$ cat config.mk
export PLATFORM = sky130hd
export DESIGN_NAME = dsd_cmd_queue
export DESIGN_NICKNAME = d
export VERILOG_FILES = /design/src/rtl/distance_square_dilation_macros.svh /design/src/rtl/dsd_pkg.sv /design/src/rtl/dsd_cmd_queue.sv
export SDC_FILE = /design/constraint.sdc
export NUM_CORES = 1
export LEC_CHECK = 0
export BUFFER_PORTS_ARGS = -buffer_cell sky130_fd_sc_hd__buf_2
export CORE_ASPECT_RATIO = 1.4
export CORE_MARGIN = 3
export CORE_UTILIZATION = 54
export DETAILED_ROUTE_END_ITERATION = 10
export GPL_TIMING_DRIVEN = 1
export MAX_ROUTING_LAYER = met4
export PLACE_DENSITY = 0.79
export RECOVER_POWER = 50
export SETUP_SLACK_MARGIN = 0.3
export SKIP_CTS_REPAIR_TIMING = 1
export SLEW_MARGIN = 20
export SYNTH_ARGS = -nofsm -noshare
export SYNTH_HDL_FRONTEND = slang
export SYNTH_SLANG_ARGS = --single-unit
$ cat constraint.sdc
create_clock -name clock -period 5.46 [get_ports clock]
set_input_delay 0 -clock clock [delete_from_list [all_inputs] [get_ports clock]]
set_output_delay 0 -clock clock [all_outputs]
set_load 0.05 [all_outputs]
$ cat src/rtl/distance_square_dilation_macros.svh
//----------------------------------------------------------------------------
// Assertion macros for the square dilation block
// Each macro expands to a labeled concurrent assertion, or to nothing when
// NO_ASSERTIONS is defined.
//----------------------------------------------------------------------------
`ifndef DISTANCE_SQUARE_DILATION_MACROS_SVH
`define DISTANCE_SQUARE_DILATION_MACROS_SVH

`ifndef NO_ASSERTIONS

`define DSD_ASSERT_NEVER(label, clk, rst, expr) \
   label: assert property (@(posedge clk) disable iff (rst) !(expr)) \
      else $error("assertion failed: condition must never hold");

`define DSD_ASSERT_IMPLIES(label, clk, rst, ante, cons) \
   label: assert property (@(posedge clk) disable iff (rst) (ante) |-> (cons)) \
      else $error("assertion failed: implication violated");

`define DSD_ASSERT_NEXT(label, clk, rst, ante, cons) \
   label: assert property (@(posedge clk) disable iff (rst) (ante) |=> (cons)) \
      else $error("assertion failed: next-cycle implication violated");

`else

`define DSD_ASSERT_NEVER(label, clk, rst, expr)
`define DSD_ASSERT_IMPLIES(label, clk, rst, ante, cons)
`define DSD_ASSERT_NEXT(label, clk, rst, ante, cons)

`endif

`endif

$ cat src/rtl/dsd_pkg.sv
//----------------------------------------------------------------------------
// dsd_pkg
// Shared types and constants of the square dilation block.
//----------------------------------------------------------------------------
package dsd_pkg;

   localparam int DEF_MAX_WIDTH  = 512;
   localparam int DEF_MAX_HEIGHT = 512;

   localparam int COORD_W   = 10;   // frame registers and clipped coordinates
   localparam int POS_W     = 9;
   localparam int CODE_W    = 8;
   localparam int KIND_W    = 2;
   localparam int LEVEL_W   = 8;
   localparam int CLAMP_W   = 13;   // holds the largest MAX_WIDTH or MAX_HEIGHT
   localparam int RADIUS_W  = 5;
   localparam int WORD_BITS = 64;
   localparam int BIT_W     = 6;    // bit offset inside a mark word
   localparam int WSEL_W    = COORD_W - BIT_W;
   localparam int QUEUE_DEPTH = 2;

   // Division of the distance code by 10: (code * 205) >> 11 is exact for
   // every 8-bit code.
   localparam int RECIP_MUL   = 205;
   localparam int RECIP_SHIFT = 11;
   localparam int PROD_W      = 16;

   localparam logic [COORD_W-1:0] FRAME_RESET = 10'd512;
   localparam logic [LEVEL_W-1:0] LEVEL_ON    = 8'd255;
   localparam logic [LEVEL_W-1:0] LEVEL_OFF   = 8'd0;

   localparam logic [KIND_W-1:0] KIND_CLEAR = 2'd0;
   localparam logic [KIND_W-1:0] KIND_PAINT = 2'd1;
   localparam logic [KIND_W-1:0] KIND_READ  = 2'd2;

   localparam logic REG_FRAME_WIDTH  = 1'b0;
   localparam logic REG_FRAME_HEIGHT = 1'b1;

   localparam logic [1:0] OP_NOP   = 2'd0;
   localparam logic [1:0] OP_CLEAR = 2'd1;
   localparam logic [1:0] OP_PAINT = 2'd2;
   localparam logic [1:0] OP_READ  = 2'd3;

   // A classified command. For a read only x0 and y0 matter.
   typedef struct packed {
      logic [1:0]         op;
      logic [COORD_W-1:0] x0;
      logic [COORD_W-1:0] x1;
      logic [COORD_W-1:0] y0;
      logic [COORD_W-1:0] y1;
   } cmd_type;

endpackage

$ cat src/rtl/dsd_cmd_queue.sv
//----------------------------------------------------------------------------
// dsd_cmd_queue
// Short first-in first-out queue of classified commands between the front
// and the back.
//----------------------------------------------------------------------------
module dsd_cmd_queue import dsd_pkg::*; (
   input  logic    clock,
   input  logic    reset,
   input  logic    push,
   input  cmd_type push_cmd,
   output logic    push_ready,
   output logic    pop_valid,
   output cmd_type pop_cmd,
   input  logic    pop
);

   localparam int PTR_W = $clog2(QUEUE_DEPTH);
   localparam int CNT_W = $clog2(QUEUE_DEPTH + 1);

   cmd_type            entry_ff [QUEUE_DEPTH];
   logic [PTR_W-1:0]   wr_ptr_ff, wr_ptr_in;
   logic [PTR_W-1:0]   rd_ptr_ff, rd_ptr_in;
   logic [CNT_W-1:0]   count_ff, count_in;
   logic               do_push, do_pop;

   assign push_ready = (count_ff != CNT_W'(QUEUE_DEPTH));
   assign pop_valid  = (count_ff != '0);
   assign pop_cmd    = entry_ff[rd_ptr_ff];
   assign do_push    = push && push_ready;
   assign do_pop     = pop && pop_valid;

   always_comb begin
      wr_ptr_in = wr_ptr_ff;
      rd_ptr_in = rd_ptr_ff;
      count_in  = count_ff;
      if (do_push) begin
         wr_ptr_in = (wr_ptr_ff == PTR_W'(QUEUE_DEPTH - 1)) ? '0 : wr_ptr_ff + 1'b1;
      end
      if (do_pop) begin
         rd_ptr_in = (rd_ptr_ff == PTR_W'(QUEUE_DEPTH - 1)) ? '0 : rd_ptr_ff + 1'b1;
      end
      if (do_push && !do_pop) begin
         count_in = count_ff + 1'b1;
      end else if (do_pop && !do_push) begin
         count_in = count_ff - 1'b1;
      end
   end

   always_ff @(posedge clock) begin
      if (reset) begin
         wr_ptr_ff <= '0;
         rd_ptr_ff <= '0;
         count_ff  <= '0;
      end else begin
         wr_ptr_ff <= wr_ptr_in;
         rd_ptr_ff <= rd_ptr_in;
         count_ff  <= count_in;
      end
   end

   always_ff @(posedge clock) begin
      if (do_push) begin
         entry_ff[wr_ptr_ff] <= push_cmd;
      end
   end

endmodule

Yosys cells after proc, flatten, opt, wreduce, memory -nomap -nowiden

Memory sizes are Yosys's and may differ from the RTL's. A register that Yosys moved wholly into a read port is not among the register bits.
Cells that the tools add are included.

Memory bits (writable): 84
Bits of input ports: 46
Bits in registers: 4
ROM bits: 0
Output and inout port bits: 44
Memories: 1
Word-level logic and storage cells: 25
Latch bits: 0

Memories:

| memory   | words | width | rd ports | clocked after memory_dff | wr ports | RTL line            | RTL |
|---|---|---|---|---|---|---|---|
| entry_ff | 2     | 42    | 1        | 1                        | 1        | dsd_cmd_queue.sv:20 | `cmd_type entry_ff [QUEUE_DEPTH];` |

Equality and inequality tests: 1
Bitwise logic cells: 0
Divide/modulo/power cells: 0
Multiplexer cells: 8
Multiply operators: 0
$lt $le $gt $ge: 0
Add/subtract/negate cells: 4
Shift-type cells: 0
Reduce and logical (&&, ||, !) cells: 8

Operators by type and width:

| cell                                                                | count |
|---|---|
| 1-bit 2-to-1 mux                                                    | 6 |
| 1-bit logical AND                                                   | 4 |
| 2-bit 2-to-1 mux                                                    | 2 |
| 2-bit nonzero test                                                  | 2 |
| 1-bit adder (second input constant)                                 | 2 |
| 2-bit by 1-bit adder with 2-bit output (second input constant)      | 1 |
| 1-bit zero test                                                     | 2 |
| 2-bit inequality test (second input constant)                       | 1 |
| 2-bit by 1-bit subtractor with 2-bit output (second input constant) | 1 |

Logic depth before layout (Yosys ltp)

Gate-level depths: netlist of the first run.

Depth in word-level cells: 6
Depth in mapped cells: 6
Depth with buffers taken out: 6

Least setup slack after synthesis of the first run

OpenSTA, ideal clock, no wires.

Kind: reg2reg
From: register count_ff[0]
To: memory entry_ff[1][0] (netlist bit), enable pin
Library setup time: 404 ps
Buffers on the path: 0
Slack: 3017 ps
Cell stages (with the launch flop): 3
Data arrival time: 2039 ps
Clock period less this slack: 2443 ps
Data required time: 5056 ps
Cells stage by stage: dfxtp_1 nand2b_1 and3_1

Cells in the longest elaborated chain, start to end: 4

RTL lines:

| element                                | RTL line            | RTL |
|---|---|---|
| from (decl)                            | dsd_cmd_queue.sv:23 | `logic [CNT_W-1:0] count_ff, count_in;` |
| from (signal assigned)                 | dsd_cmd_queue.sv:57 | `count_ff <= count_in;` |
| 2-bit inequality test                  | dsd_cmd_queue.sv:26 | `assign push_ready = (count_ff != CNT_W'(QUEUE_DEPTH));` |
| net push_ready                         | dsd_cmd_queue.sv:11 | `output logic push_ready,` |
| 1-bit logical AND                      | dsd_cmd_queue.sv:29 | `assign do_push = push && push_ready;` |
| 1-bit 2-to-1 mux                       | dsd_cmd_queue.sv:62 | `if (do_push) begin` |
| 1-bit 2-to-1 mux (not written as such) | dsd_cmd_queue.sv:63 | `entry_ff[wr_ptr_ff] <= push_cmd;` |
| to (decl)                              | dsd_cmd_queue.sv:20 |  |

The timed path passes the listed nets, and every way through them passes these cells.

Worst setup path after layout of the first run

From: register count_ff[0]
To: memory entry_ff[0][0] (netlist bit), enable pin

Cells in the longest elaborated chain, start to end: 4

RTL lines:

| element                                | RTL line |
|---|---|
| 2-bit inequality test                  | dsd_cmd_queue.sv:26 |
| 1-bit logical AND                      | dsd_cmd_queue.sv:29 |
| 1-bit 2-to-1 mux                       | dsd_cmd_queue.sv:62 |
| 1-bit 2-to-1 mux (not written as such) | dsd_cmd_queue.sv:63 |

No other way between the ends.

==> results of run 1 <==
area by class of cell:
| type | instances | area, µm² | share of cell area, % |
|---|---|---|---|
| flip-flops and latches | 89 | 2620 | 60.4 |
| repair buffers | 134 | 846 | 19.5 |
| multi-input cells | 60 | 593 | 13.7 |
| clock buffers | 13 | 149 | 3.43 |
| well taps | 68 | 85.1 | 1.96 |
| clock inverters | 3 | 40.0 | 0.922 |
| inverters | 1 | 3.75 | 0.0865 |
power by group through the flow:
stage / registers [mW] / clock network (mW) / logic, mW
floorplan: 0.887 / 0 / 0.619
global placement: 0.930 / 0 / 0.723
detailed placement: 0.938 / 0 / 0.731
CTS: 0.923 / 0.437 / 0.734
global route: 0.939 / 0.461 / 0.784
finish: 0.924 / 0.429 / 0.751
how the worst min path moves through the flow:
stage / from / end
2_1_floorplan: reset / count_ff[1]
3_3_place_gp: push_cmd[35] / entry_ff[0][35]
3_5_place_dp: push_cmd[6] / entry_ff[1][6]
4_1_cts: push_cmd[38] / entry_ff[0][38]
5_1_grt: pop / rd_ptr_ff
6_report: pop / rd_ptr_ff
metrics by stage:
stage	total power, mW	hold WS, ps
after floorplan	1.51	69.1
after global placement	1.65	188
after detailed placement	1.67	191
after CTS	2.09	-175
after global routing	2.18	146
final	2.10	116
cells in the final DEF, fill, tap and decap left out:
master	n
nor2_1	3
clkbuf_8	10
a21bo_2	1
dlygate4sd3_1	44
or3_1	1
ha_1	1
clkbuf_1	39
nand2b_1	1
dfxtp_2	1
o21ai_0	2
or2_2	1
clkinv_1	1
nand3b_1	1
xor2_1	3
buf_2	54
dfxtp_1	4
and3_2	1
mux2_2	42
clkinv_2	2
and2_0	1
a21oi_1	2
edfxtp_1	84
bufinv_16	1
worst max-delay path, delay by kind of cell (launching register included):
kind,cells,cell delay [ps]
buffers and inverters,2,1670
flip-flops,1,420
AND/OR/NAND/NOR,2,330
registers in the layout (all words and copies together) (netlist names), named ones only:
signal,count
count_ff,2
entry_ff,84
wr_ptr_ff,1
rd_ptr_ff,1
layer usage:
layer,up-vias,part of all wire [%],GRT usage [%]
li1,886,-,-
met1,890,37,17.9
met2,56,57,29.1
met3,13,4.4,4.14
met4,0,2.0,8.39
met5,-,0,-
kinds of logic after synthesis:
group,after synthesis,synth area share [%]
buf+inv,6,0.887
compound gates,5,0.926
simple gates,9,1.54
xor+xnor,3,0.810
flops,89,80.9
mux,42,14.6
fa+ha+maj,1,0.386
==> flow_summary.yaml, run 1 <==
placed_design:
  gp_congestion: 0.697
  portBuffers: 89
  place_area_um2: 3760
  dpl.hpwl_um: 3740
  post-place-cells: 308
  dp_slack_ps: 3590
synthesis:
  seq_area_frac_synth_pct: 80.9
  async_flop_share_pct: 0
  synth_edf_count: 84
  synth_cell_types: 17
  synth.most_common_cell: "edfxtp_1"
  syn_inst: 155
  synthesis.nets: 202
  synth_ff_type: "edfxtp_1"
  yosys_warnings: 0
  yosysTopAreaCell: "edfxtp_1"
  ys_ff_latch: 89
  netlist_area_um2: 3240
  synthTopCellsByArea: "edfxtp_1, mux2_2, dfxtp_1"
  synthTopCellsByCount: "edfxtp_1, mux2_2, buf_2, dfxtp_1"
  syn_area_per_cell_um2: 20.9
  synth_top_area_share_pct: 77.8
worst_setup_path:
  r2r_setup_slack_ps: 2590
  max_stage_delay_ps: 1490
  crit_arrival_ps: 2790
  startpoint: "count_ff[0]"
  path_class: "reg -> reg"
  r2r_end: "entry_ff[0][0]"
  worst_path_max_delay_cell: "clkbuf_1"
  r2r_cells: 4
  path_cells: "nand2b_1 -> nand3b_1 -> clkinv_1 -> clkbuf_1"
  crit_path_end: "entry_ff[0][0]"
  end_kind: "flop"
  start_kind: "flop"
  path_max_fanout: 36
  cp_data_required_time_ps: 5380
  r2r-start: "count_ff[0]"
layout:
  nets: 342
  fin_area_um2: 4340
  fin_cells: 368
  drive_gt1_share_pct: 37.7
  area_growth_pct: 33.8
  fillers: 343
  postLayoutCoreUtil_pct: 76.9
  diodes: 0
clock_network:
  cts_made_buffers: 9
  cts_tree: "yes"
  cts.path.max_buffers: 2
  htree_levels: 3
  cts-root-buf: "clkbuf_8"
  cts_sinks: 89
  clk_pin_slew_worst_paths_ps: 80
  clk_latency_ps: 340
power_and_ir_drop:
  pwr-share-clk_pct: 20.4
  powerDensity_nw_per_um2: 485
  p_sw_mw: 0.800
  comb_power_share_pct: 35.7
  p_int_mw: 1.30
  pwr-share-seq_pct: 43.9
  swShare_pct: 38.0
  p_leak_nw: 1.57
  vdd_ir_drop_max_mv: 0.370
global_routing:
  grt_max_degree: 43
  grt_usage_pct: 17.0
  globalRouteOverflowTotal: 0
  grt_first_pass_wirelength_um: 8560
  grt_pass1_vias: 1794
  antenna_found_initial: 0
timing:
  fin_setup_tns_ps: 0
  maxSlewViolCount: 37
  period_share_pct: 52.5
  rsz0062_at_grt: "no"
  skew_ps: 9.11
  max_slew_margin_pct: -36.8
  hold_viol: 0
  max_freq_ghz: 0.349
  max_slew.worst_pin.slew_ps: 2050
  fin_crit_ps: 2870
  setup_ws_ps: 2590
  setup_viol_count_final: 0
floorplan:
  die_h_um: 97.7
  rows: 32
  die-width_um: 71.5
  die_area_um2: 6980
  io_pins: 90
  core-area_um2: 5650
  start_util_pct: 57.4
hold_path:
  min_path_type: "in -> reg"
  hold_path_depth: 4
detailed_routing:
  dr.pass1.iters: 4
  via_per_inst: 5.01
  drcViolationCount: 0
  wire_per_inst_um: 17.0
  ant_nets: 0
  via_count: 1845
  routed_wl_um: 6250
  drt_iter0_markers: 89
run:
  maxCapViolCount: 1
status:
  violations: "max-capacitance violations, max-slew violations"
  status: "complete, but fails checks"
(Power assumes the default switching activity.)
==> inputs of run 2 (changes only) <==
Settings changed: CORE_UTILIZATION 54 to 46, PLACE_DENSITY 0.79 to 0.71.
Clock period 5.46 ns to 2.35 ns, I/O delays scaled along.
==> flow_summary.yaml, run 2 (synthesis results as in run 1) <==
status:
  status: "finished clean"
placed_design:
  place_area_um2: 3820
  post-place-cells: 336
  dpl.hpwl_um: 3880
  portBuffers: 89
  gp_congestion: 0.702
layout:
  fin_cells: 396
  drive_gt1_share_pct: 37.5
  largest-register: "entry_ff"
  reg_top3: "entry_ff (84), count_ff (2)"
  final_cell_mix: "edfxtp_1, buf_2, dlygate4sd3_1, mux2_2, clkbuf_1"
  area_growth_pct: 35.8
  final_common_cell: "edfxtp_1"
  postLayoutCoreUtil_pct: 65.8
  diodes: 0
  largest_reg_flops: 84
  nets: 346
  fin_area_um2: 4410
timing:
  rsz0062_at_grt: "no"
  fin_setup_tns_ps: 0
  hold_ws_ps: 96.0
  fin_crit_ps: 1910
  setup_viol_count_final: 0
  max_slew_margin_pct: 46.8
  hold_viol: 0
  skew_ps: 10.7
  max_slew.worst_pin.slew_ps: 798
  max_freq_ghz: 0.524
  period_share_pct: 81.2
  maxSlewViolCount: 0
power_and_ir_drop:
  p_leak_nw: 1.58
  powerDensity_nw_per_um2: 1110
  vdd_ir_drop_max_mv: 0.650
worst_setup_path:
  startpoint: "count_ff[0]"
  crit_arrival_ps: 1950
  path_max_fanout: 17
  path_class: "reg -> reg"
  start_kind: "flop"
  end_kind: "flop"
  cp_data_required_time_ps: 2390
  r2r-start: "count_ff[0]"
clock_network:
  clk_latency_ps: 340
  cts_sinks: 89
  htree_levels: 3
  clk_pin_slew_worst_paths_ps: 70
  cts_tree: "yes"
  cts_made_buffers: 9
  cts-root-buf: "clkbuf_8"
  cts.path.max_buffers: 2
run:
  maxCapViolCount: 0
global_routing:
  grt_first_pass_wirelength_um: 8430
  grt_usage_pct: 14.3
  globalRouteOverflowTotal: 0
  grt_max_degree: 43
  grt_pass1_vias: 1790
  antenna_found_initial: 0
hold_path:
  holdCritStartpoint: "pop"
  min_path_type: "in -> reg"
detailed_routing:
  wire_per_inst_um: 14.6
  via_count: 1841
  routed_wl_um: 5800
  dr.pass1.iters: 4
  drt_iter0_markers: 29
  via_per_inst: 4.65
  drcViolationCount: 0
  ant_nets: 0
floorplan:
  core-area_um2: 6700
  die_h_um: 105
  die_area_um2: 8110
  die-width_um: 77.0
  io_pins: 90
  rows: 35
  start_util_pct: 48.4
==> run 2: path summary, 6_finish.rpt <==
kind         slack (ps)              end  cells after the start
max                 440  entry_ff[1][21]                      3
max reg2reg         440  entry_ff[1][21]                      3
min reg2reg         520        rd_ptr_ff                      2
min                 100        rd_ptr_ff                      4
==> run 2: per-layer routing <==
metal	share of wire [%]	track usage (%)
met2	55	25.0
met4	2.0	6.09
met3	4.3	5.13
met1	39	14.3
met5	0	-
==> run 2: power by group <==
| part | internal (mW) | leakage (nW) | switching (mW) |
|---|---|---|---|
| combinational | 0.539 | 0.659 | 1.32 |
| sequential | 1.98 | 0.826 | 0.0559 |
| clock | 0.520 | 0.0936 | 0.460 |
==> run 2: worst max-delay path, cell delays in order, from the launching register on <==
cell,delay [ps]
dfxtp_1,410
nand2b_2,190
and3_1,690
buf_4,320
==> run 2: through the flow <==
stage / total power [mW] / setup WS, ps
5_1_grt: 5.10 / 293
3_3_place_gp: 3.88 / 543
4_1_cts: 4.88 / 502
3_5_place_dp: 3.90 / 508
6_report: 4.87 / 442
2_1_floorplan: 3.50 / 460
==> run 2: final cells by class <==
class,count,area (µm²)
repair buffers,138,873
clock inverters,3,42.5
fillers,504,2290
inverters,1,7.51
multi-input cells,60,594
well taps,92,115
flip-flops and latches,89,2620
clock buffers,13,149
