--- src/rtl/distance_square_dilation_macros.svh ---
//----------------------------------------------------------------------------
// Assertion macros for the square dilation block
// Each macro expands to a labeled concurrent assertion, or to nothing when
// NO_ASSERTIONS is defined.
//----------------------------------------------------------------------------
`ifndef DISTANCE_SQUARE_DILATION_MACROS_SVH
`define DISTANCE_SQUARE_DILATION_MACROS_SVH

`ifndef NO_ASSERTIONS

`define DSD_ASSERT_NEVER(label, clk, rst, expr) \
   label: assert property (@(posedge clk) disable iff (rst) !(expr)) \
      else $error("assertion failed: condition must never hold");

`define DSD_ASSERT_IMPLIES(label, clk, rst, ante, cons) \
   label: assert property (@(posedge clk) disable iff (rst) (ante) |-> (cons)) \
      else $error("assertion failed: implication violated");

`define DSD_ASSERT_NEXT(label, clk, rst, ante, cons) \
   label: assert property (@(posedge clk) disable iff (rst) (ante) |=> (cons)) \
      else $error("assertion failed: next-cycle implication violated");

`else

`define DSD_ASSERT_NEVER(label, clk, rst, expr)
`define DSD_ASSERT_IMPLIES(label, clk, rst, ante, cons)
`define DSD_ASSERT_NEXT(label, clk, rst, ante, cons)

`endif

`endif

--- src/rtl/dsd_pkg.sv ---
//----------------------------------------------------------------------------
// dsd_pkg
// Shared types and constants of the square dilation block.
//----------------------------------------------------------------------------
package dsd_pkg;

   localparam int DEF_MAX_WIDTH  = 512;
   localparam int DEF_MAX_HEIGHT = 512;

   localparam int COORD_W   = 10;   // frame registers and clipped coordinates
   localparam int POS_W     = 9;
   localparam int CODE_W    = 8;
   localparam int KIND_W    = 2;
   localparam int LEVEL_W   = 8;
   localparam int CLAMP_W   = 13;   // holds the largest MAX_WIDTH or MAX_HEIGHT
   localparam int RADIUS_W  = 5;
   localparam int WORD_BITS = 64;
   localparam int BIT_W     = 6;    // bit offset inside a mark word
   localparam int WSEL_W    = COORD_W - BIT_W;
   localparam int QUEUE_DEPTH = 2;

   // Division of the distance code by 10: (code * 205) >> 11 is exact for
   // every 8-bit code.
   localparam int RECIP_MUL   = 205;
   localparam int RECIP_SHIFT = 11;
   localparam int PROD_W      = 16;

   localparam logic [COORD_W-1:0] FRAME_RESET = 10'd512;
   localparam logic [LEVEL_W-1:0] LEVEL_ON    = 8'd255;
   localparam logic [LEVEL_W-1:0] LEVEL_OFF   = 8'd0;

   localparam logic [KIND_W-1:0] KIND_CLEAR = 2'd0;
   localparam logic [KIND_W-1:0] KIND_PAINT = 2'd1;
   localparam logic [KIND_W-1:0] KIND_READ  = 2'd2;

   localparam logic REG_FRAME_WIDTH  = 1'b0;
   localparam logic REG_FRAME_HEIGHT = 1'b1;

   localparam logic [1:0] OP_NOP   = 2'd0;
   localparam logic [1:0] OP_CLEAR = 2'd1;
   localparam logic [1:0] OP_PAINT = 2'd2;
   localparam logic [1:0] OP_READ  = 2'd3;

   // A classified command. For a read only x0 and y0 matter.
   typedef struct packed {
      logic [1:0]         op;
      logic [COORD_W-1:0] x0;
      logic [COORD_W-1:0] x1;
      logic [COORD_W-1:0] y0;
      logic [COORD_W-1:0] y1;
   } cmd_type;

endpackage

--- src/rtl/dsd_front.sv ---
//----------------------------------------------------------------------------
// dsd_front
// Holds the frame registers, accepts requests and turns each one into a
// clipped command for the back.
//----------------------------------------------------------------------------
module dsd_front import dsd_pkg::*; #(
   parameter int MAX_WIDTH  = DEF_MAX_WIDTH,
   parameter int MAX_HEIGHT = DEF_MAX_HEIGHT
) (
   input  logic               clock,
   input  logic               reset,
   input  logic               req_tvalid,
   output logic               req_tready,
   input  logic [31:0]        req_tdata,   // pos_x, pos_y, source_level, zero fill
   input  logic [KIND_W-1:0]  req_tuser,   // kind
   input  logic               csr_wr_en,
   input  logic               csr_index,
   input  logic [COORD_W-1:0] csr_data,
   input  logic               init_busy,
   input  logic               q_ready,
   output logic               q_push,
   output cmd_type            q_cmd
);

   typedef struct packed {
      logic [COORD_W-1:0] lo;
      logic [COORD_W-1:0] hi;
   } span_type;

   logic [COORD_W-1:0] frame_width_ff, frame_width_in;
   logic [COORD_W-1:0] frame_height_ff, frame_height_in;

   logic [POS_W-1:0]    pos_x, pos_y;
   logic [CODE_W-1:0]   source_level;
   logic [COORD_W-1:0]  eff_w, eff_h;
   logic [PROD_W-1:0]   prod;
   logic [RADIUS_W-1:0] quot, radius;
   logic                in_frame;
   span_type            span_x, span_y;

   // Clips the span c-g .. c+g to 0 .. last.
   function automatic span_type clip_span(input logic [COORD_W-1:0] c,
                                          input logic [RADIUS_W-1:0] g,
                                          input logic [COORD_W-1:0] last);
      span_type           s;
      logic [COORD_W-1:0] g_ext;
      logic [COORD_W-1:0] top;
      g_ext = COORD_W'(g);
      top   = c + g_ext;
      s.lo  = (c >= g_ext) ? c - g_ext : '0;
      s.hi  = (top > last) ? last : top;
      return s;
   endfunction

   assign pos_x        = req_tdata[8:0];
   assign pos_y        = req_tdata[17:9];
   assign source_level = req_tdata[25:18];

   assign req_tready = q_ready && !init_busy;
   assign q_push     = req_tvalid && req_tready;

   always_comb begin
      frame_width_in  = frame_width_ff;
      frame_height_in = frame_height_ff;
      if (csr_wr_en) begin
         case (csr_index)
            REG_FRAME_WIDTH:  frame_width_in  = csr_data;
            REG_FRAME_HEIGHT: frame_height_in = csr_data;
            default: ;
         endcase
      end
   end

   always_ff @(posedge clock) begin
      if (reset) begin
         frame_width_ff  <= FRAME_RESET;
         frame_height_ff <= FRAME_RESET;
      end else begin
         frame_width_ff  <= frame_width_in;
         frame_height_ff <= frame_height_in;
      end
   end

   always_comb begin
      eff_w = (CLAMP_W'(frame_width_ff) > CLAMP_W'(MAX_WIDTH)) ?
              COORD_W'(MAX_WIDTH) : frame_width_ff;
      eff_h = (CLAMP_W'(frame_height_ff) > CLAMP_W'(MAX_HEIGHT)) ?
              COORD_W'(MAX_HEIGHT) : frame_height_ff;
      prod     = PROD_W'(source_level) * PROD_W'(RECIP_MUL);
      quot     = RADIUS_W'(prod >> RECIP_SHIFT);
      radius   = quot - 1'b1;
      in_frame = (COORD_W'(pos_x) < eff_w) && (COORD_W'(pos_y) < eff_h);
      span_x   = clip_span(COORD_W'(pos_x), radius, eff_w - 1'b1);
      span_y   = clip_span(COORD_W'(pos_y), radius, eff_h - 1'b1);

      q_cmd.op = OP_NOP;
      q_cmd.x0 = COORD_W'(pos_x);
      q_cmd.x1 = COORD_W'(pos_x);
      q_cmd.y0 = COORD_W'(pos_y);
      q_cmd.y1 = COORD_W'(pos_y);
      case (req_tuser)
         KIND_CLEAR: q_cmd.op = OP_CLEAR;
         KIND_PAINT: begin
            if (in_frame && quot != '0) begin
               q_cmd.op = OP_PAINT;
               q_cmd.x0 = span_x.lo;
               q_cmd.x1 = span_x.hi;
               q_cmd.y0 = span_y.lo;
               q_cmd.y1 = span_y.hi;
            end
         end
         KIND_READ: begin
            if (in_frame) begin
               q_cmd.op = OP_READ;
            end
         end
         default: q_cmd.op = OP_NOP;
      endcase
   end

endmodule

--- config.mk ---
export PLATFORM = sky130hd
export DESIGN_NAME = dsd_front
export DESIGN_NICKNAME = d
export VERILOG_FILES = /design/src/rtl/distance_square_dilation_macros.svh /design/src/rtl/dsd_pkg.sv /design/src/rtl/dsd_front.sv
export SDC_FILE = /design/constraint.sdc
export NUM_CORES = 1
export LEC_CHECK = 0
export BUFFER_PORTS_ARGS = -buffer_cell sky130_fd_sc_hd__buf_2
export CAP_MARGIN = 20
export CORE_AREA = 2 2 98 100
export DETAILED_ROUTE_END_ITERATION = 6
export DIE_AREA = 0 0 100 102
export PLACE_DENSITY = 0.82
export REMOVE_ABC_BUFFERS = 1
export SKIP_LAST_GASP = 1
export SYNTH_ARGS = -nofsm -noshare
export SYNTH_HDL_FRONTEND = slang
export SYNTH_SLANG_ARGS = --single-unit
--- constraint.sdc ---
create_clock -name clock -period 10.25 [get_ports clock]
set_clock_uncertainty 0.15 [all_clocks]
set_input_delay 0 -clock clock [delete_from_list [all_inputs] [get_ports clock]]
set_output_delay 0 -clock clock [all_outputs]
set_load 0.02 [all_outputs]
# [Word level (Yosys, flattened, before mapping)]
# Index checks and enable logic that the tools add are counted.
[totals] reg_bits=20 out_inout_bits=44
[classes] add_sub_neg=7 n_mul=1 magnitude_cmp=8 n_eq_ne=2 n_mux=10 bitwise=1 reduce_logical=9
[ops] cell="2-to-1 mux 10 bit" n=6
[ops] cell="2-to-1 mux 42 bit" n=1
[ops] cell="2-to-1 mux 40 bit" n=1
[ops] cell="adder 9 x 5 -> 10 bit" n=2
[ops] cell="greater-than comparator 10 bit" n=2
[ops] cell="greater-than comparator 10 bit (second input constant)" n=2
[ops] cell="< comparator 9 x 10 -> 1 bit" n=2
[ops] cell="subtractor 10 x 1 -> 10 bit (second input constant)" n=2
[ops] cell="subtractor 9 x 5 -> 10 bit" n=2
[ops] cell=">= comparator 9 x 5 -> 1 bit" n=2
[ops] cell="multiplier 8 x 8 -> 16 bit (second input constant)" n=1
[ops] cell="case mux 2 bit (3 select lines)" n=1
[ops] cell="nonzero test 5 bit" n=1
[ops] cell="subtractor 5 x 1 -> 5 bit (second input constant)" n=1
[ops] cell="logical AND 1 bit" n=4
[ops] cell="AND reduction 2 bit" n=2
[ops] cell="== test 2 x 1 -> 1 bit (second input constant)" n=1
[ops] cell="== test 2 bit (second input constant)" n=1
[ops] cell="logical NOT 2 bit" n=1
[ops] cell="2-to-1 mux 2 bit" n=1
[ops] cell="logical NOT 1 bit" n=1
[ops] cell="inverter 1 bit" n=1

# [Depth between registers and ports, before layout]
# Gate-level depths: netlist of run 1.
[depth] word_depth=7 ltp_mapped=32 mapped_depth_nobuf=30

# [Least setup slack after synthesis of run 1]
# Ideal clock, no wire load.
[synth_path] path_kind="input port to output port" start="input req_tdata[23]" end="output q_cmd[1] in the netlist's numbering" arrival_time_ns=7.152 t_required_ns=10.100 setup_slack_ns=2.948 path_stages=29 n_path_buf=1 path_cell_list="ha_1 > fa_1 > fa_1 > inv_1 > fa_1 > inv_1 > ha_1 > and3_4 > a221oi_4 > o21ai_0 > xnor2_1 > ha_1 > xor2_1 > xor2_1 > ha_1 > clkbuf_1 > nor2b_1 > o21ai_0 > a21boi_0 > o21ai_0 > or2_2 > nand2_1 > ha_1 > a21oi_1 > o21ai_0 > a2111oi_0 > nor2_1 > mux2_2 > mux2i_1"
[synth_lines] item="start, declared" line="dsd_front.sv:14" text="input logic [31:0] req_tdata,"
[synth_lines] item="end, declared" line="dsd_front.sv:22" text="output cmd_type q_cmd"

==> impl_results.md, run 1 <==
* Post-synth EDFFs at 0
* Worst setup SP type: input port
* Minimum clock period at 8.336 ns
* Clock slew at reported path FFs at 0.08 ns
* Clock sinks at 20
* Final TNS setup at 0 ns
* Largest net degree at the start of global routing at 24
* Via-to-Cell Ratio at 6.220
* Status: finished, final reports clean
* Count of cell types in the netlist at 76
* Fillers at 743
* CTS buffer count at 3
* Req. time, crit path at 10.10 ns
* Port bufs at 88
* Hold buffers post-CTS at 11
* Mean Syn Cell Area at 7.818 sq um
* Synth-to-layout area growth at 12.68%
* Cell Pwr Density at 303.7 nW/um^2
* Max Cap Viol at 0
* Share of post-route cells with drive strength above 1 at 0.1742
* Post-CTS Resized at 0
* Final non-filler cell total at 863
* Internal power at 0.8062 mW
* Root buffer selected by CTS: clkbuf_8
* DP Wirelength at 11,580 um
* Pre-CTS setup slack at 1.975 ns
* Maximum VDD drop at 0.1741 mV
* DRT Wirelength at 14,620 um
* Post-place instance area at 5747 sq um
* Yosys reg bits at 20
* Initial Util at 0.5776
* Vias in the first global route at 5,148
* Syn Std Cell Area at 5261 sq um
* CP max FO at 17
* Worst slew pin tran at 1.112 ns
* Die area at 10,200 sq um
* Iter 0 DRT Violations at 355
* Clk pwr share at 0.044
* Count leader, synth: ha_1
* Synth Instances at 673
* Io pins at 95
* Top cell type's share of synthesized area at 0.2521
* 1st-pass router iterations at 5
* WP buf/inv at 5
* First-pass GRT wire length at 23,910 um
* Critical Path Most Common Cell: ha_1
* Leak at 2.787 nW
* Row cnt at 35
* Worst path max stage delay at 0.81 ns
* Wire per inst at 16.94 um
* Register area at 400.4 sq um
* Setup WS post-layout at 1.914 ns
* Remaining DRCs at 0
* Initial antenna violation count at 0
* Delay-heaviest family, CP: adder cells
* Final setup fails at 0
* Part of the cycle the worst path needs at 0.8133
* Max Slew Vio Count at 0
* DRT antenna net count at 0
* CTS tree: built
* Fin. Hold Viols at 0
* Worst hold path class: input port to flop
* CORE AREA at 9109 sq um
* Slowest CP cell: o21ai_1
* Net Sw Power at 0.9942 mW
* Die Ht at 102 um
* Synth area leader: ha_1
* Top post-synthesis cells by area: ha_1, dfxtp_1, fa_1
* Die width at 100 um
* Total grt overflow at 0
* Top cells by count, synth: ha_1, nand2_1, inv_1
* Slew margin rel. at 0.2563
* Sw Share at 0.5522
* Total power at 1.800 mW
* Layout Nets at 925
* DR vias at 5,368
* Fraction of registers with async set/reset at 0
* Critical Path Sink Type: primary output
* Fin area at 5928 sq um
* Prevailing post-synth register cell: dfxtp_1
* CP arrival at 8.19 ns
* Buffer count from post-CTS setup fixing at 0
* CTS max path bufs at 2
* Placed Cells at 848
* Register area share after synthesis at 0.07610
* WS Path Type: input port to primary output
* RSZ-0062 raised after global routing: false
* H-tree levels at 1
* Worst skew pair latency at 0.27 ns
* Sequential Power Share at 0.048
* Logic gate share of total power at 0.908
* Area of the multi-input gates at 4523 sq um
* Antenna fix cells at 0
* YS warnings at 0
* GRT Overall Usage at 0.2853
* Final RePlAce weighted congestion at 0.8984
* Fmax at 0.1200 GHz
stage by stage:
step,hold WS (ns),utilization
after floorplan,-0.08093,-
after global placement,0.08293,0.6309
after detailed placement,0.07295,0.6309
after CTS,0.02359,0.6508
after global routing,0.06667,0.6508
final,0.04863,0.6508
cell type report:
cell class | count | share of cell area
tap | 111 | 0.02343
sequential | 20 | 0.06754
clock inverter | 1 | 0.005065
timing repair buffer | 103 | 0.09793
inverter | 57 | 0.03609
multi-input combinational | 568 | 0.7630
clock buffer | 3 | 0.006965
power by group through the flow:
stage	clock network, mW	logic (mW)	registers (mW)
2_1_floorplan	0	1.20	0.0870
3_3_place_gp	0	1.52	0.0883
3_5_place_dp	0	1.59	0.0885
4_1_cts	0.0788	1.61	0.0866
5_1_grt	0.0825	1.82	0.0873
6_report	0.0789	1.63	0.0868
registers in the layout, summed over array words and instances (netlist names):
| name | flops |
|---|---|
| frame_height_ff | 10 |
| frame_width_ff | 10 |
worst register-to-register path, delay by kind of cell (launching register included):
family                 cells  cell delay [ns]
and+or+nand+nor            1             0.19
buffers and inverters      1             0.33
DFF                        1             0.51
AOI/OAI and AO/OA          1             0.11
routing by layer:
metal,routed length (um),GRT usage
met5,0,0
met3,1170,0.03215
met2,6614,0.4834
met4,510,0.09694
met1,6322,0.3799
cells by family (layout without fill, tap and decap cells):
| family | Yosys count | after routing | synth area share |
|---|---|---|---|
| buf+inv | 85 | 164 | 0.06587 |
| fa+ha+maj | 121 | 121 | 0.3092 |
| compound gates | 183 | 183 | 0.2395 |
| xor+xnor | 36 | 36 | 0.05993 |
| flops | 20 | 20 | 0.07610 |
| simple gates | 202 | 202 | 0.1895 |
| mux | 26 | 26 | 0.05993 |
cells in the final DEF (no fill, tap or decap), types with 4 or more instances in the layout:
cell type and instances:
a21o_1 11, a21oi_1 51, and2_1 5, buf_2 88, buf_4 4, dfxtp_1 20, dlygate4sd3_1 11, fa_1 15
ha_1 106, inv_1 56, mux2_1 5, mux2_2 7, mux2_4 8, mux2i_1 6, nand2_1 78, nand2b_1 11
nand3_1 10, nand4_1 4, nor2_1 34, nor2b_1 12, nor3_1 15, nor4_1 10, o2111ai_1 4, o211ai_1 14
o21a_1 6, o21ai_0 34, o21ai_1 8, o21bai_1 7, o22ai_1 5, o2bb2ai_1 4, o31ai_1 4, or3_1 4
xnor2_1 24, xor2_1 11
worst paths after layout:
check | startpoint | to | slack [ns] | depth (start not counted)
setup reg to reg | frame_width_ff[9] | frame_width_ff[9] | 8.90 | 3
hold reg to reg | frame_width_ff[7] | frame_width_ff[7] | 0.34 | 2
setup / recovery | req_tdata[23] | q_cmd[27] | 1.91 | 30
hold / removal | csr_index | frame_width_ff[2] | 0.05 | 4
Power figures use the tool's default switching activity.
==> inputs of run 2 (changes only) <==
--- a/config.mk
+++ b/config.mk
@@ -7,10 +7,10 @@
 export LEC_CHECK = 0
 export BUFFER_PORTS_ARGS = -buffer_cell sky130_fd_sc_hd__buf_2
 export CAP_MARGIN = 20
-export CORE_AREA = 2 2 98 100
+export CORE_AREA = 2 2 103 105
 export DETAILED_ROUTE_END_ITERATION = 6
-export DIE_AREA = 0 0 100 102
-export PLACE_DENSITY = 0.82
+export DIE_AREA = 0 0 105 107
+export PLACE_DENSITY = 0.78
 export REMOVE_ABC_BUFFERS = 1
 export SKIP_LAST_GASP = 1
 export SYNTH_ARGS = -nofsm -noshare
==> constraint.sdc (replaced) <==
create_clock -name clock -period 6.9 [get_ports clock]
set_clock_uncertainty 0.15 [all_clocks]
set_input_delay 0 -clock clock [delete_from_list [all_inputs] [get_ports clock]]
set_output_delay 0 -clock clock [all_outputs]
set_load 0.02 [all_outputs]
==> run 2 against run 1 <==
Against the previous run:
- the run now ends with setup timing left
- power increased by 110%
- via count is 12% higher
- hold slack better by 0.051 ns
- count of clock-buffer cells in the layout rose by 1
- highest routed layer unchanged
==> impl_results.md, run 2 (synthesized netlist as in run 1, its figures left out) <==
* Flop2flop setup slack at 5.41 ns (was 8.90 ns)
* Slew margin rel. at 0.2532 (was 0.2563)
* Antenna fix cells at 0 (unchanged)
* Vias in the first global route at 5,635 (was 5,148)
* Critical Path Sink: q_cmd[2] (was q_cmd[27])
* Clock sinks at 20 (unchanged)
* Final RePlAce weighted congestion at 0.9321 (was 0.8984)
* Synth-to-layout area growth at 35.72% (was 12.68%)
* FF-to-FF Start: frame_width_ff[2] (was frame_width_ff[9])
* Remaining DRCs at 0 (unchanged)
* Reg2reg end: frame_width_ff[2] (was frame_width_ff[9])
* Worst slew pin tran at 1.116 ns (was 1.112 ns)
* DRT Wirelength at 18,820 um (was 14,620 um)
* Share of post-route cells with drive strength above 1 at 0.3313 (was 0.1742)
* Port bufs at 88 (unchanged)
* Internal power at 1.849 mW (was 0.8062 mW)
* Biggest regs: frame_height_ff x10, frame_width_ff x10 (unchanged)
* Max Slew Vio Count at 0 (unchanged)
* DRT antenna net count at 0 (unchanged)
* Fin. Hold Viols at 0 (unchanged)
* CP arrival at 6.92 ns (was 8.19 ns)
* H-tree levels at 1 (unchanged)
* Die width at 105 um (was 100 um)
* Minimum clock period at 7.068 ns
* Via-to-Cell Ratio at 6.170 (was 6.220)
* Fmax at 0.1415 GHz
* Maximum VDD drop at 0.4648 mV (was 0.1741 mV)
* Post-layout util at 0.7075 (was 0.6508)
* Die area at 11,240 sq um (was 10,200 sq um)
* Setup WS post-layout at -0.1683 ns (was 1.914 ns)
* CORE AREA at 10,090 sq um (was 9109 sq um)
* Slowest CP cell: fa_1 (was o21ai_1)
* Part of the cycle the worst path needs at 1.024
* Root buffer selected by CTS: clkbuf_8 (unchanged)
* First-pass GRT wire length at 27,080 um (was 23,910 um)
* Wire per inst at 19.36 um (was 16.94 um)
* WP buf/inv at 8 (was 5)
* Most frequent cells in the layout: ha_1, buf_4, nand2_1, buf_2, inv_1 (was ha_1, buf_2, nand2_1, inv_1, a21oi_1)
* Status: finished, violations left (was finished, final reports clean)
* Failing checks: setup timing
* Critical Path Sink Type: primary output (unchanged)
* CTS max path bufs at 2 (unchanged)
* Worst path max stage delay at 0.56 ns (was 0.81 ns)
* Iter 0 DRT Violations at 578 (was 355)
* Initial Util at 0.5213 (was 0.5776)
* Pre-CTS setup slack at -0.4409 ns (was 1.975 ns)
* Initial antenna violation count at 0 (unchanged)
* Total power at 3.794 mW (was 1.800 mW)
* Cells on worst reg2reg path at 3 (unchanged)
* Largest net degree at the start of global routing at 24 (unchanged)
* WS Path Type: input port to primary output (unchanged)
* CTS tree: built (unchanged)
* Final TNS setup at -1.522 ns (was 0 ns)
* GRT Overall Usage at 0.2887 (was 0.2853)
* Leak at 3.282 nW (was 2.787 nW)
* Clk pwr share at 0.023 (was 0.044)
* Net Sw Power at 1.945 mW (was 0.9942 mW)
* Die Ht at 107 um (was 102 um)
* CTS buffer count at 3 (unchanged)
* Sequential Power Share at 0.034 (was 0.048)
* Delay-heaviest family, CP: adder cells (unchanged)
* DP Wirelength at 12,660 um (was 11,580 um)
* Sw Share at 0.5127 (was 0.5522)
* 1st-pass router iterations at 5 (unchanged)
* Row cnt at 37 (was 35)
* Clock slew at reported path FFs at 0.07 ns (was 0.08 ns)
* Final setup fails at 16 (was 0)
* Cell Pwr Density at 531.3 nW/um^2 (was 303.7 nW/um^2)
* RSZ-0062 raised after global routing: true (was false)
* Layout Nets at 1,009 (was 925)
* Req. time, crit path at 6.75 ns (was 10.10 ns)
* Logic gate share of total power at 0.942 (was 0.908)
* DR vias at 5,997 (was 5,368)
* Critical Path Source: req_tdata[24] (was req_tdata[23])
* CP Depth at 31 (was 30)
* Commonest non-fill, non-tap cell in the layout: ha_1 (unchanged)
* Max Cap Viol at 0 (unchanged)
* CP max FO at 5 (was 17)
* Total grt overflow at 0 (unchanged)
* Io pins at 95 (unchanged)
* Worst hold path class: input port to flop (unchanged)
* Worst skew pair latency at 0.26 ns (was 0.27 ns)
* Worst setup SP type: input port (unchanged)
==> run 2: cell types whose count changed in the layout (fill, tap and decap cells not counted), moves of 4 or more <==
| cell | before | now |
|---|---|---|
| a21oi_2 | 0 | 7 |
| a21oi_1 | 51 | 42 |
| buf_4 | 4 | 90 |
| ha_1 | 106 | 91 |
| o21ai_0 | 34 | 17 |
| buf_2 | 88 | 68 |
| o21ai_1 | 8 | 16 |
| ha_4 | 0 | 12 |
| o21ai_2 | 1 | 10 |
| nor2_1 | 34 | 30 |
| buf_6 | 0 | 14 |
==> run 2: layer usage <==
| metal | global-route usage | part of all wire | vias to the layer above | wire [um] |
|---|---|---|---|---|
| met4 | 0.08762 | 0.047 | 0 | 879 |
| li1 | - | - | 2739 | - |
| met1 | 0.3768 | 0.40 | 2810 | 7485 |
| met5 | 0 | 0 | - | 0 |
| met3 | 0.03465 | 0.080 | 82 | 1510 |
| met2 | 0.4981 | 0.48 | 366 | 8941 |
==> run 2: worst min path at each step <==
stage	depth (start not counted)	start	end	slack [ns]
after global placement	2	csr_data[9]	frame_width_ff[9]	0.08
after global routing	3	init_busy	req_tready	0.12
after floorplan	1	reset	frame_height_ff[0]	-0.08
after detailed placement	2	csr_data[9]	frame_width_ff[9]	0.08
final	4	csr_index	frame_width_ff[3]	0.1
after CTS	4	csr_index	frame_width_ff[3]	0.04
==> run 2: worst register-to-register path, cell delays in order (launching register included) <==
cell and delay (ns):
dfxtp_1 0.44, nand2_1 0.07, a21oi_1 0.18, dlygate4sd3_1 0.59
==> run 2: layout make-up <==
type,count,area [sq um]
Clock buffer,4,55.05
Fill cell,746,2952
Tap cell,136,170.2
Multi-Input combinational cell,568,4972
Sequential cell,20,400.4
Inverter,57,214.0
Timing Repair Buffer,187,1329
==> run 2: timing repair <==
| action | 4_1_cts | 5_1_grt |
|---|---|---|
| pin swaps | 15 | 51 |
| endpoints found under the setup margin | 20 | 20 |
| hold endpoints to repair | 20 | 0 |
| hold buffers | 14 | 0 |
| buffers inserted | 7 | 16 |
| cloned | 1 | 1 |
| resized for setup | 27 | 110 |
==> run 2: stage by stage <==
stage / hold WS (ns) / area (sq um) / cells
after floorplan: -0.08093 / 5129 / 645
after global placement: 0.08202 / 6198 / 929
after detailed placement: 0.08487 / 6198 / 929
after CTS: 0.04377 / 6535 / 955
after global routing: 0.1172 / 7141 / 972
final: 0.09918 / 7141 / 972
==> run 2: power by group through the flow <==
stage	Combinational, mW	Clock [mW]	Sequential, mW
2_1_floorplan	1.79	0	0.129
3_3_place_gp	2.66	0	0.132
3_5_place_dp	2.77	0	0.132
4_1_cts	2.93	0.0877	0.129
5_1_grt	3.82	0.0929	0.131
6_report	3.58	0.0887	0.130
==> inputs of run 3 (changes only) <==
--- a/config.mk
+++ b/config.mk
@@ -7,11 +7,12 @@
 export LEC_CHECK = 0
 export BUFFER_PORTS_ARGS = -buffer_cell sky130_fd_sc_hd__buf_2
 export CAP_MARGIN = 20
-export CORE_AREA = 2 2 103 105
+export CORE_AREA = 2 2 106 108
 export DETAILED_ROUTE_END_ITERATION = 6
-export DIE_AREA = 0 0 105 107
-export PLACE_DENSITY = 0.78
+export DIE_AREA = 0 0 108 110
+export PLACE_DENSITY = 0.74
 export REMOVE_ABC_BUFFERS = 1
+export SKIP_CTS_REPAIR_TIMING = 1
 export SKIP_LAST_GASP = 1
 export SYNTH_ARGS = -nofsm -noshare
 export SYNTH_HDL_FRONTEND = slang
==> run 3 against run 2 <==
Against the previous run:
- design area shrank 1.1%
- global-route usage shrank 3.9 points
- setup slack better by 0.24 ns
- the flow now finishes without violations
- largest cell class unchanged
- non-clock buffer count decreased by 11
- combinational power decreased by 4%
- maximum frequency is 3.5% higher
- critical path depth grew 1
- count of clock-buffer cells in the layout shrank 1
- core utilization decreased by 4.8 points
- clock power increased by 33%
==> impl_results.md, run 3 (synthesized netlist as in run 1, its figures left out) <==
* RSZ-0062 raised after global routing: true (unchanged)
* Wire per inst at 16.92 um (was 19.36 um)
* Cell Pwr Density at 520.4 nW/um^2 (was 531.3 nW/um^2)
* Critical Path Sink Type: primary output (unchanged)
* Clk pwr share at 0.032 (was 0.023)
* DRT Wirelength at 16,330 um (was 18,820 um)
* Vias in the first global route at 5,186 (was 5,635)
* Initial Util at 0.4918 (was 0.5213)
* Final non-filler cell total at 965 (was 972)
* Port bufs at 88 (unchanged)
* Slew margin rel. at 0.2584 (was 0.2532)
* DP Wirelength at 12,330 um (was 12,660 um)
* Die area at 11,880 sq um (was 11,240 sq um)
* Post-place instance area at 6248 sq um (was 6198 sq um)
* Sw Share at 0.4906 (was 0.5127)
* GRT Overall Usage at 0.2493 (was 0.2887)
* Share of post-route cells with drive strength above 1 at 0.3164 (was 0.3313)
* CP arrival at 6.68 ns (was 6.92 ns)
* Fmax at 0.1464 GHz (was 0.1415 GHz)
* CP max FO at 5 (unchanged)
* Row cnt at 38 (was 37)
* Total grt overflow at 0 (unchanged)
* DRT antenna net count at 0 (unchanged)
* CTS tree: built (unchanged)
* Io pins at 95 (unchanged)
* Biggest regs: frame_height_ff x10, frame_width_ff x10 (unchanged)
* Die Ht at 110 um (was 107 um)
* H-tree levels at 1 (unchanged)
* Worst slew pin tran at 1.108 ns (was 1.116 ns)
* 1st-pass router iterations at 5 (unchanged)
* Internal power at 1.872 mW (was 1.849 mW)
* Minimum clock period at 6.832 ns (was 7.068 ns)
* Setup WS post-layout at 0.06815 ns (was -0.1683 ns)
* Die width at 108 um (was 105 um)
* Commonest non-fill, non-tap cell in the layout: ha_1 (unchanged)
* Post-layout util at 0.6600 (was 0.7075)
* Fin. Hold Viols at 0 (unchanged)
* Worst hold path class: input port to flop (unchanged)
* Max Cap Viol at 0 (unchanged)
* Flop2flop setup slack at 5.53 ns (was 5.41 ns)
* FF-to-FF Start: frame_width_ff[9] (was frame_width_ff[2])
* Status: finished, final reports clean (was finished, violations left)
* Worst skew pair latency at 0.27 ns (was 0.26 ns)
* Maximum VDD drop at 0.3268 mV (was 0.4648 mV)
* Total power at 3.674 mW (was 3.794 mW)
* Req. time, crit path at 6.75 ns (about the same)
* CTS max path bufs at 2 (unchanged)
* Fin area at 7061 sq um (was 7141 sq um)
* Clock slew at reported path FFs at 0.08 ns (was 0.07 ns)
* Critical Path Source: req_tdata[23] (was req_tdata[24])
* Fillers at 863 (was 746)
* Final RePlAce weighted congestion at 0.9528 (was 0.9321)
* Slowest CP cell: fa_1 (unchanged)
* Layout Nets at 998 (was 1,009)
* Logic gate share of total power at 0.933 (was 0.942)
* Worst setup SP type: input port (unchanged)
* Via-to-Cell Ratio at 5.847 (was 6.170)
* Worst path max stage delay at 0.49 ns (was 0.56 ns)
* Placed Cells at 939 (was 929)
* Pre-CTS setup slack at -0.3151 ns (was -0.4409 ns)
* Most frequent cells in the layout: ha_1, nand2_1, buf_4, buf_2, inv_1 (was ha_1, buf_4, nand2_1, buf_2, inv_1)
* Largest net degree at the start of global routing at 24 (unchanged)
* First-pass GRT wire length at 24,160 um (was 27,080 um)
* WS Path Type: input port to primary output (unchanged)
* Reg2reg end: frame_width_ff[9] (was frame_width_ff[2])
* Initial antenna violation count at 0 (unchanged)
* Remaining DRCs at 0 (unchanged)
* Cells on worst reg2reg path at 3 (unchanged)
* Max Slew Vio Count at 0 (unchanged)
* Clock sinks at 20 (unchanged)
* Part of the cycle the worst path needs at 0.9901 (was 1.024)
* DR vias at 5,642 (was 5,997)
* CTS buffer count at 3 (unchanged)
* Iter 0 DRT Violations at 373 (was 578)
* Final setup fails at 0 (was 16)
* Synth-to-layout area growth at 34.20% (was 35.72%)
* Root buffer selected by CTS: clkbuf_8 (unchanged)
* Antenna fix cells at 0 (unchanged)
* Leak at 3.244 nW (was 3.282 nW)
* Net Sw Power at 1.803 mW (was 1.945 mW)
* Sequential Power Share at 0.035 (was 0.034)
* Critical Path Sink: q_cmd[3] (was q_cmd[2])
* CORE AREA at 10,700 sq um (was 10,090 sq um)
==> run 3: cell types whose count changed in the layout (fill, tap and decap cells not counted), moves of 2 or more <==
cell / delta
buf_4: -17
buf_6: +8
dlygate4sd3_1: -3
ha_1: +3
ha_4: -2
nand2_1: +2
o21bai_4: +2
xor2_1: +2
xor2_2: -2
==> run 3: routing by layer <==
metal / vias to the layer above / track usage / wire [um]
li1: 2718 / - / -
met1: 2662 / 0.3404 / 7112
met2: 225 / 0.4290 / 7884
met3: 37 / 0.02704 / 1014
met4: 0 / 0.04670 / 318
met5: - / 0 / 0
==> run 3: through the flow <==
step | TNS (ns) | hold slack [ns]
2_1_floorplan | -13.40 | -0.08093
3_5_place_dp | -4.922 | 0.07557
4_1_cts | -5.433 | -0.1984
6_report | 0 | 0.05102
5_1_grt | -2.618 | 0.07459
3_3_place_gp | -2.491 | 0.07702
==> run 3: critical path, delay by kind of cell <==
family / cells / cell delay [ns]
fa+ha+maj: 8 / 2.72
compound gates: 9 / 1.61
xor+xnor: 4 / 0.73
buf+inv: 6 / 0.73
simple gates: 4 / 0.58
mux: 1 / 0.28
==> run 3: worst min path at each step <==
stage	from	end	slack, ns	cells after the start
3_5_place_dp	csr_data[9]	frame_width_ff[9]	0.08	2
5_1_grt	csr_index	frame_width_ff[0]	0.07	4
6_report	csr_index	frame_width_ff[0]	0.05	4
3_3_place_gp	csr_data[9]	frame_width_ff[9]	0.08	2
4_1_cts	csr_data[9]	frame_width_ff[9]	-0.20	2
2_1_floorplan	reset	frame_height_ff[0]	-0.08	1
==> run 3: final cells by class <==
| type | instances | area [sq um] | area share |
|---|---|---|---|
| multi-input combinational | 568 | 4933 | 0.6987 |
| timing repair buffer | 176 | 1266 | 0.1793 |
| sequential | 20 | 400.4 | 0.05671 |
| inverter | 57 | 214.0 | 0.03030 |
| tap | 140 | 175.2 | 0.02481 |
| clock buffer | 3 | 41.29 | 0.005848 |
| clock inverter | 1 | 30.03 | 0.004253 |
==> run 3: power groups by stage <==
stage,logic (mW),registers (mW),clock network [mW]
floorplan,1.79,0.129,0
global route,3.74,0.130,0.123
global placement,2.75,0.131,0
finish,3.43,0.129,0.118
CTS,2.83,0.129,0.117
detailed placement,2.81,0.132,0
